--- config.mk ---
export PLATFORM = sky130hd
export DESIGN_NAME = grlos_back
export DESIGN_NICKNAME = d
export VERILOG_FILES = /design/src/rtl/core/grlos_pkg.sv /design/src/rtl/core/grlos_back.sv
export SDC_FILE = /design/constraint.sdc
export NUM_CORES = 2
export LEC_CHECK = 0
export ABC_AREA = 1
export ABC_CLOCK_PERIOD_IN_PS = 20900
export BUFFER_PORTS_ARGS = -buffer_cell sky130_fd_sc_hd__buf_2
export CORE_AREA = 2 2 501 304
export CTS_BUF_LIST = sky130_fd_sc_hd__clkbuf_8
export DETAILED_ROUTE_END_ITERATION = 7
export DIE_AREA = 0 0 503 306
export GPL_TIMING_DRIVEN = 1
export PLACE_DENSITY = 0.73
export SYNTH_ARGS = -nofsm -noshare
export SYNTH_HDL_FRONTEND = slang
export SYNTH_SLANG_ARGS = --single-unit
--- constraint.sdc ---
create_clock -name clock -period 20.9 [get_ports clock]
set_input_delay 3.135 -clock clock [delete_from_list [all_inputs] [get_ports clock]]
set_output_delay 3.135 -clock clock [all_outputs]
set_load 0.05 [all_outputs]
--- src/rtl/core/grlos_pkg.sv ---
// ----------------------------------------------------------------------------
// Grid line-of-sight package
// Shared constants, opcodes, CSR indices and the queue depth of the occlusion block.
// ----------------------------------------------------------------------------
package grlos_pkg;

   localparam int MAX_SIDE_DEF   = 32;
   localparam int COORD_BITS_DEF = 21;
   localparam int RADIUS_BITS    = 4;
   localparam int CELL_BITS      = 5;
   localparam int OP_BITS        = 2;

   localparam logic [OP_BITS-1:0] OP_CLEAR = 2'd0;
   localparam logic [OP_BITS-1:0] OP_MARK  = 2'd1;
   localparam logic [OP_BITS-1:0] OP_QUERY = 2'd2;
   localparam logic [OP_BITS-1:0] OP_SKIP  = 2'd3;

   localparam logic [1:0] CSR_RADIUS   = 2'd0;
   localparam logic [1:0] CSR_ORIGIN_X = 2'd1;
   localparam logic [1:0] CSR_ORIGIN_Z = 2'd2;

   localparam int QUEUE_DEPTH = 2;

endpackage

--- src/rtl/core/grlos_back.sv ---
// ----------------------------------------------------------------------------
// Grid line-of-sight back end
// Executes clear, mark and query items against the opaque cell map.
// ----------------------------------------------------------------------------
module grlos_back #(
   parameter int COORD_BITS = grlos_pkg::COORD_BITS_DEF,
   parameter int ITEM_BITS  = grlos_pkg::OP_BITS + 2 * grlos_pkg::CELL_BITS + 4 * COORD_BITS
) (
   input  logic                                clock,
   input  logic                                reset,
   input  logic                                q_valid,
   output logic                                q_ready,
   input  logic [ITEM_BITS-1:0]                q_item,
   input  logic [grlos_pkg::RADIUS_BITS-1:0]   radius,
   input  logic signed [COORD_BITS-1:0]        org_x,
   input  logic signed [COORD_BITS-1:0]        org_z,
   output logic                                out_valid,
   input  logic                                out_ready,
   output logic                                out_occluded
);
   import grlos_pkg::*;

   localparam int SB = $clog2(MAX_SIDE_DEF);
   localparam int DEPTH = MAX_SIDE_DEF * MAX_SIDE_DEF;
   localparam int AB = 2 * SB;
   localparam int W = COORD_BITS + 3;

   typedef enum logic [5:0] {
      S_IDLE  = 6'b000001,
      S_CLEAR = 6'b000010,
      S_TGT   = 6'b000100,
      S_STEP  = 6'b001000,
      S_CHECK = 6'b010000,
      S_OUT   = 6'b100000
   } state_type;

   state_type state_ff, state_in;
   logic             mem_ff [DEPTH];
   logic             opq_ff;
   logic [AB-1:0]    clr_ff, clr_in;
   logic             built_ff, built_in;
   logic             res_ff, res_in;
   logic signed [W-1:0] x_ff, x_in, z_ff, z_in, tx_ff, tx_in, tz_ff, tz_in;
   logic signed [W-1:0] ax2_ff, ax2_in, az2_ff, az2_in, err_ff, err_in;
   logic signed [W-1:0] lim_ff, lim_in;
   logic sx_ff, sx_in, sz_ff, sz_in, dx0_ff, dx0_in, dz0_ff, dz0_in;
   logic cell_ff, cell_in;

   logic [OP_BITS-1:0]   op;
   logic [CELL_BITS-1:0] cdx, cdz;
   logic signed [COORD_BITS-1:0] itx, itz, icx, icz;
   logic signed [W-1:0] side, ox, oz, dxw, dzw, ax, az;
   logic                wr;
   logic [AB-1:0]       waddr, rd_addr;
   logic                in_map, pastx, pastz, hit_t;
   logic signed [W-1:0] px, pz, nx, nz;

   assign op  = q_item[OP_BITS-1:0];
   assign cdx = q_item[OP_BITS +: CELL_BITS];
   assign cdz = q_item[OP_BITS+CELL_BITS +: CELL_BITS];
   assign itx = q_item[OP_BITS+2*CELL_BITS +: COORD_BITS];
   assign itz = q_item[OP_BITS+2*CELL_BITS+COORD_BITS +: COORD_BITS];
   assign icx = q_item[OP_BITS+2*CELL_BITS+2*COORD_BITS +: COORD_BITS];
   assign icz = q_item[OP_BITS+2*CELL_BITS+3*COORD_BITS +: COORD_BITS];

   always_comb begin
      side = W'({radius, 1'b1});
      if (side > W'(MAX_SIDE_DEF)) side = W'(MAX_SIDE_DEF);
   end
   assign ox = W'(org_x);
   assign oz = W'(org_z);

   // The map is read at the next probe position, so opq_ff holds the cell
   // at x_ff/z_ff (target first, then walk points) alongside them.
   assign nx = x_in - ox;
   assign nz = z_in - oz;
   assign rd_addr = {nz[SB-1:0], nx[SB-1:0]};

   assign px = x_ff - ox;
   assign pz = z_ff - oz;
   assign in_map = (px >= 0) && (pz >= 0) && (px < side) && (pz < side);
   assign hit_t = (x_ff == tx_ff) && (z_ff == tz_ff);
   assign pastx = (x_ff >= ox + side && (sx_ff || dx0_ff)) || (x_ff < ox && (!sx_ff || dx0_ff));
   assign pastz = (z_ff >= oz + side && (sz_ff || dz0_ff)) || (z_ff < oz && (!sz_ff || dz0_ff));

   assign dxw = W'(itx) - W'(icx);
   assign dzw = W'(itz) - W'(icz);
   assign ax  = dxw < 0 ? -dxw : dxw;
   assign az  = dzw < 0 ? -dzw : dzw;

   assign q_ready      = (state_ff == S_IDLE);
   assign out_valid    = (state_ff == S_OUT);
   assign out_occluded = res_ff;

   always_comb begin
      state_in = state_ff; clr_in = clr_ff; built_in = built_ff; res_in = res_ff;
      x_in = x_ff; z_in = z_ff; tx_in = tx_ff; tz_in = tz_ff;
      ax2_in = ax2_ff; az2_in = az2_ff; err_in = err_ff; lim_in = lim_ff;
      sx_in = sx_ff; sz_in = sz_ff; dx0_in = dx0_ff; dz0_in = dz0_ff;
      cell_in = cell_ff; wr = 1'b0; waddr = '0;
      case (state_ff)
         S_IDLE: if (q_valid) begin
            if (op == OP_CLEAR) begin
               clr_in = '0; built_in = 1'b1; state_in = S_CLEAR;
            end else if (op == OP_MARK) begin
               if (W'(cdx) < side && W'(cdz) < side) begin
                  wr = 1'b1; waddr = {cdz[SB-1:0], cdx[SB-1:0]};
               end
            end else begin
               tx_in = W'(itx); tz_in = W'(itz); x_in = W'(itx); z_in = W'(itz);
               sx_in = dxw > 0; sz_in = dzw > 0; dx0_in = dxw == 0; dz0_in = dzw == 0;
               ax2_in = ax <<< 1; az2_in = az <<< 1; err_in = ax - az;
               lim_in = ax + az;
               res_in = 1'b0;
               if (!built_ff) state_in = S_OUT;
               else state_in = S_TGT;
               // Same cell or a direct neighbor: nothing to walk.
               cell_in = (ax <= 1) && (az <= 1);
            end
         end
         S_CLEAR: begin
            wr = 1'b1; waddr = clr_ff;
            clr_in = clr_ff + 1'b1;
            if (clr_ff == AB'(DEPTH - 1)) state_in = S_IDLE;
         end
         S_TGT: begin
            if (in_map && opq_ff) begin
               res_in = 1'b1; state_in = S_OUT;
            end else if (cell_ff) begin
               state_in = S_OUT;
            end else begin
               // Rebuild camera from target and distances.
               x_in = tx_ff - (sx_ff ? (ax2_ff >>> 1) : -(ax2_ff >>> 1));
               z_in = tz_ff - (sz_ff ? (az2_ff >>> 1) : -(az2_ff >>> 1));
               state_in = S_STEP;
            end
         end
         S_STEP: begin
            if (lim_ff == 0) state_in = S_OUT;
            else begin
               lim_in = lim_ff - 1'b1;
               if (err_ff > 0) begin
                  x_in = sx_ff ? x_ff + 1'b1 : x_ff - 1'b1; err_in = err_ff - az2_ff;
               end else if (err_ff < 0) begin
                  z_in = sz_ff ? z_ff + 1'b1 : z_ff - 1'b1; err_in = err_ff + ax2_ff;
               end else begin
                  x_in = sx_ff ? x_ff + 1'b1 : x_ff - 1'b1;
                  z_in = sz_ff ? z_ff + 1'b1 : z_ff - 1'b1;
                  err_in = err_ff + ax2_ff - az2_ff;
               end
               state_in = S_CHECK;
            end
         end
         S_CHECK: begin
            if (hit_t) state_in = S_OUT;
            else if (in_map && opq_ff) begin
               res_in = 1'b1; state_in = S_OUT;
            end else if (pastx || pastz) state_in = S_OUT;
            else state_in = S_STEP;
         end
         S_OUT: if (out_ready) state_in = S_IDLE;
         default: state_in = S_IDLE;
      endcase
   end

   always_ff @(posedge clock) begin
      if (reset) begin
         state_ff <= S_CLEAR;
         clr_ff   <= '0;
         built_ff <= 1'b0;
      end else begin
         state_ff <= state_in;
         clr_ff   <= clr_in;
         built_ff <= built_in;
      end
      res_ff <= res_in; x_ff <= x_in; z_ff <= z_in; tx_ff <= tx_in; tz_ff <= tz_in;
      ax2_ff <= ax2_in; az2_ff <= az2_in; err_ff <= err_in; lim_ff <= lim_in;
      sx_ff <= sx_in; sz_ff <= sz_in; dx0_ff <= dx0_in; dz0_ff <= dz0_in;
      cell_ff <= cell_in;
      if (wr) mem_ff[waddr] <= (state_ff == S_IDLE);
      opq_ff <= mem_ff[rd_addr];
   end

   a_out_hold: assert property (@(posedge clock) disable iff (reset)
      out_valid && !out_ready |=> out_valid && $stable(out_occluded))
      else $error("result changed while stalled");
   a_busy: assert property (@(posedge clock) disable iff (reset)
      state_ff != S_IDLE |-> !q_ready) else $error("ready while busy");
   a_unbuilt: assert property (@(posedge clock) disable iff (reset)
      out_valid && !built_ff |-> !out_occluded) else $error("occluded before build");
endmodule

Yosys cells after proc, flatten, opt, wreduce, memory -nomap -nowiden
Memories as Yosys holds them, arrays and structs flattened. A register that Yosys moved wholly into a read port is not among the register bits.
Cells that the tools add are included.
{"block": "classes", "order_cmp": 18, "muxes": 69, "n_eq_ne": 19, "addsub": 25, "bitwise": 2, "n_reduce_logical": 33}
{"cell": "two-way mux 24 bit", "count": 31}
{"cell": "case mux 24 bit (3 select lines)", "count": 2}
{"cell": "logical NOT 32 bit", "count": 3}
{"cell": "case mux 24 bit (2 select lines)", "count": 2}
{"cell": "two-way mux 6 bit", "count": 12}
{"cell": "subtractor 24 x 1 -> 24 bit, second input constant", "count": 3}
{"cell": "subtractor 24 bit", "count": 3}
{"cell": "two-way mux 10 bit", "count": 6}
{"cell": "adder 24 x 1 -> 24 bit, second input constant", "count": 2}
{"cell": "adder 24 bit", "count": 2}
{"cell": "== test 24 x 21 -> 1 bit", "count": 2}
{"cell": ">= comparator 24 x 1 -> 1 bit, second input constant", "count": 2}
{"cell": ">= comparator 24 x 22 -> 1 bit", "count": 2}
{"cell": "less-or-equal comparator 24 x 2 -> 1 bit, second input constant", "count": 2}
{"cell": "< comparator 24 x 21 -> 1 bit", "count": 2}
{"cell": "< comparator 24 x 6 -> 1 bit", "count": 2}
{"cell": "negator 22 -> 24 bit", "count": 2}
{"cell": "negator 23 -> 24 bit", "count": 2}
{"cell": "subtractor 21 x 24 -> 24 bit", "count": 2}
{"cell": "subtractor 24 x 21 -> 24 bit", "count": 2}
{"cell": "adder 21 x 6 -> 22 bit", "count": 2}
{"cell": "greater-than comparator 22 x 1 -> 1 bit, second input constant", "count": 2}
{"cell": "< comparator 22 x 1 -> 1 bit, second input constant", "count": 2}
{"cell": "subtractor 21 x 21 -> 22 bit", "count": 2}
{"cell": "31 further kinds", "count": 72}
{"block": "word_totals", "ramBits": 1024, "memories": 1, "wordCells": 184, "ff_bits": 207}
{"memory": "mem_ff", "words": 1024, "width": 1, "read_ports": 1, "rd_ports_with_merged_regs": 1, "write_ports": 1, "line": "grlos_back.sv:38", "text": "logic mem_ff [DEPTH];"}

Logic depth before layout (Yosys ltp)
{"block": "depth", "depth_word": 9, "mapped_depth": 43}

Worst setup path before layout
No wires, ideal clock.
{"block": "synth_timing", "kind": "register -> register", "startpoint": "reg state_ff[4]", "endpoint": "reg opq_ff (read register of mem_ff)", "period_less_slack_ns": 11.057, "path_slack_ns": 9.843, "t_arrival_ns": 10.944, "stages_incl_launch_ff": 26, "t_required_ns": 20.787, "setup_ns": 0.113, "cell_sequence": "dfxtp_1 nor2_1 nand4_1 inv_2 nand2_1 clkinv_1 a221oi_1 o2111ai_1 o21ai_0 ha_1 inv_1 fa_1 clkbuf_1 inv_1 clkbuf_1 clkbuf_1 clkbuf_1 o211ai_1 a31oi_1 nand3_1 nand3_1 nand3_1 nand3_1 nand3_1 nand3_1 nand2_1"}
{"block": "synth_via", "elab_chain_len": 3, "elab_cells_between_ends": 7}
{"element": "from (decl)", "line": "grlos_back.sv:37", "text": "state_type state_ff, state_in;"}
{"element": "from (signal assigned)", "line": "grlos_back.sv:172", "text": "state_ff <= state_in;"}
{"element": "== test 6 x 1 -> 1 bit *"}
{"element": "via q_ready", "line": "grlos_back.sv:12", "text": "output logic q_ready,"}
{"element": "case mux 24 bit (3 select lines)", "line": "grlos_back.sv:101", "text": "case (state_ff)"}
{"element": "subtractor 5 bit, on equally long branches", "line": "grlos_back.sv:75, grlos_back.sv:76"}
{"element": "to (decl)", "line": "grlos_back.sv:39", "text": "logic opq_ff;"}
The timed path passes the listed nets; every way through them passes the cells marked *.
A chain may end at the register's enable or synchronous reset.

Final worst setup path
{"block": "layout_timing", "startpoint": "in org_z[0]", "endpoint": "reg opq_ff (read register of mem_ff)"}
{"block": "layout_via", "elab_chain_len": 9, "elab_cells_between_ends": 13}
{"element": "from (decl)", "line": "grlos_back.sv:16", "text": "input logic signed [COORD_BITS-1:0] org_z,"}
{"element": "subtractor 24 x 21 -> 24 bit", "line": "grlos_back.sv:80", "text": "assign pz = z_ff - oz;"}
{"element": ">= comparator 24 x 1 -> 1 bit", "line": "grlos_back.sv:81", "text": "assign in_map = (px >= 0) && (pz >= 0) && (px < side) && (pz < side);"}
{"element": "logical AND 1 bit (3 in series)", "line": "grlos_back.sv:81"}
{"element": "logical AND 1 bit", "line": "grlos_back.sv:127", "text": "if (in_map && opq_ff) begin"}
{"element": "two-way mux 24 bit", "line": "grlos_back.sv:127"}
{"element": "case mux 24 bit (3 select lines)", "line": "grlos_back.sv:101"}
{"element": "subtractor 5 bit, on equally long branches", "line": "grlos_back.sv:75, grlos_back.sv:76"}
Parallel ways exist; a longest one is shown, timed or not.

==> results.sh <==
export IMPL_status="finished clean"
export IMPL_crit_fanout=85
export IMPL_cts_inserted_buffers=181
export IMPL_required_ps=21700
export IMPL_slew_limit_headroom_pct=14.5
export IMPL_synth_commonest_cells="nor2_1, edfxtp_1, nand2_1"
export IMPL_die_h_um=306
export IMPL_synth_cell_types=69
export IMPL_dpl_cell_area_um2=76800
export IMPL_cp_top_family="simple AND/OR/NAND/NOR gates"
export IMPL_place_congestion=1.00
export IMPL_layout_drive_gt1_share_pct=7.38
export IMPL_synth_top_area_cell="edfxtp_1"
export IMPL_regArea_um2=36700
export IMPL_routed_via_count=61725
export IMPL_power_frac_seq_pct=31.6
export IMPL_sw_frac_of_total_pct=44.5
export IMPL_cellInternalPower_w=0.00493
export IMPL_arrival_ps=12420
export IMPL_worstHoldStart="clr_ff[9]"
export IMPL_setup_tns_final_ps=0
export IMPL_final_area_um2=80200
export IMPL_rr_endpoint="opq_ff"
export IMPL_h_tree_depth=4
export IMPL_num_rows=110
export IMPL_ir_worst_vdd_mv=0.209
export IMPL_ys_seq_elements=1232
export IMPL_critical_path_class="in -> reg"
export IMPL_drt_pass1_iterations=8
export IMPL_hold_buffers=0
export IMPL_min_period_ps=11620
export IMPL_cp_end_kind="register"
export IMPL_grt_pass1_wl_mm=350
export IMPL_dp_hpwl_mm=159
export IMPL_grt_use_met2_pct=37.8
export IMPL_die_x_um=503
export IMPL_maxCapViolations=0
export IMPL_first_iter_violations=9396
export IMPL_grtUsageMet1_pct=47.8
export IMPL_clockPowerShare_pct=21.7
export IMPL_pwr_share_comb_pct=46.8
export IMPL_report_final_slew_viol_count=0
export IMPL_async_flop_share_pct=0
export IMPL_synth_ff_type="edfxtp_1"
export IMPL_switchingPower_w=0.00395
export IMPL_rr_startpoint="z_ff[0]"
export IMPL_overflow=0
export IMPL_skew_ps=64.6
export IMPL_fillers=13600
export IMPL_top_usage_layer="met1"
export IMPL_grtUsageTotal_pct=30.2
export IMPL_cp_num_cells=35
export IMPL_worst_path_most_repeated_cell="nand3_1"
export IMPL_p_total_w=0.00888
export IMPL_finalNetCount=8801
export IMPL_post_cts_buffers=0
export IMPL_clockBufferDepth=3
export IMPL_ant_nets=0
export IMPL_final_hold_viol_count=0
export IMPL_p_leak_nw=32.1
export IMPL_tightest_slew_ps=1280
export IMPL_clk_latency_ps=910
export IMPL_grt_max_degree=284
export IMPL_routed_wl_mm=239
export IMPL_drc_errors=0
export IMPL_coreArea_um2=149000
export IMPL_synthTopCellsByArea="edfxtp_1, nor2_1, ha_1"
export IMPL_yosysSeqAreaShare_pct=49.5
export IMPL_worstHoldPathType="reg -> reg"
export IMPL_slowest_delay_ps=990
export IMPL_ctsResizeCount=0
export IMPL_cts_sinks=1232
export IMPL_grt_setup_unrepaired="false"
export IMPL_clkSlewWorstSetupHoldPaths_ps=70
export IMPL_synth_warnings=0
export IMPL_use_met3_pct=10.8
export IMPL_syn_inst=8249
export IMPL_synth_top_area_share_pct=48.7
export IMPL_clock_fmax_ghz=0.0860
export IMPL_r2r_slack_ps=11010
export IMPL_vias_per_cell=5.92
export IMPL_port_buffers=148
export IMPL_cpMaxStageDelayCell="ha_4"
export IMPL_antenna_found_initial=27
export IMPL_area_growth_pct=8.08
export IMPL_ios=149
export IMPL_start_util_pct=49.8
export IMPL_die_area_um2=154000
export IMPL_critPathLaunchType="primary input"
export IMPL_cts_tree="yes"
export IMPL_synth_avg_cell_area_um2=9.00
export IMPL_synth_edf_count=1204
export IMPL_root_buffer="clkbuf_8"
export IMPL_setup_viol_count_final=0
export IMPL_synth_area_um2=74200
export IMPL_multi_input_area_um2=32500
export IMPL_cp_num_buf_inv=4
export IMPL_finalCritPeriodShare_pct=55.6
export IMPL_fin_util_pct=53.8
export IMPL_power_density_nw_per_um2=111
export IMPL_rr_worst_depth=35
export IMPL_synth_most_common_cell="nor2_1"
export IMPL_wire_per_inst_um=23.0
export IMPL_hold_depth=1
export IMPL_grt_pass1_vias=55508
export IMPL_holdPathEnd="clr_ff[9]"
layer usage:
metal | vias up | share of wire, %
met1 | 29283 | 44
met3 | 429 | 16
li1 | 28335 | -
met5 | - | 0.016
met2 | 3672 | 37
met4 | 6 | 2.5
cells by family after synthesis:
kind of cell               synth area share (%)
AOI/OAI and AO/OA                          13.4
xor gates and xnor gates                   3.57
adders and majority gates                  6.85
buffers and inverters                      7.03
DFF                                        49.5
muxes                                      3.48
other                                    0.0101
and+or+nand+nor                            16.3
state kept, by name, indices dropped and copies added (netlist names), 6 cells and up:
signal    count
clr_ff       10
z_ff         24
err_ff       24
state_ff      6
ax2_ff       23
mem_ff     1024
tz_ff        21
x_ff         24
az2_ff       23
lim_ff       24
tx_ff        21
metrics by stage:
step	setup WS, ps	hold slack (ps)	std cells
3_3_place_gp	8980	463	10092
5_1_grt	9010	524	10420
6_report	9280	488	10425
4_1_cts	9800	490	10413
3_5_place_dp	8840	473	10092
2_1_floorplan	9840	443	8253
worst max-delay path by stage:
stage | startpoint | endpoint | slack [ps]
detailed placement | org_z[0] | opq_ff | 8840
global placement | org_z[0] | opq_ff | 8980
CTS | org_z[0] | opq_ff | 9800
global route | org_z[0] | opq_ff | 9010
floorplan | state_ff[4] | opq_ff | 9840
finish | org_z[0] | opq_ff | 9280
power groups by stage:
stage	Sequential (W)	Combinational (W)	Clock [W]
floorplan	0.00284	0.00274	0
global placement	0.00286	0.00394	0
detailed placement	0.00285	0.00399	0
CTS	0.00280	0.00400	0.00194
global route	0.00280	0.00445	0.00204
finish	0.00280	0.00415	0.00193
area by class of cell:
type / instances / share of cell area, %
Sequential cell: 1232 / 45.8
Multi-Input combinational cell: 5652 / 40.5
Inverter: 946 / 4.45
Clock buffer: 187 / 3.21
Tap cell: 2016 / 3.14
Timing Repair Buffer: 246 / 1.92
Clock inverter: 134 / 1.02
Antenna cell: 12 / 0.0374
cell usage in the layout, fill, tap and decap left out, types with 71 or more instances in the layout:
master / Yosys / final
mux2i_1: 258 / 258
buf_2: 32 / 148
nor3_1: 72 / 71
ha_1: 379 / 378
buf_4: 4 / 93
nand3_1: 286 / 285
nand2_1: 1042 / 1015
a21oi_1: 724 / 724
edfxtp_1: 1204 / 1204
xnor2_1: 104 / 103
xor2_1: 197 / 196
o211ai_1: 215 / 215
clkbuf_8: 0 / 187
nor2_1: 1326 / 1323
inv_1: 918 / 976
o21ai_0: 551 / 551
Power figures use the tool's default switching activity.
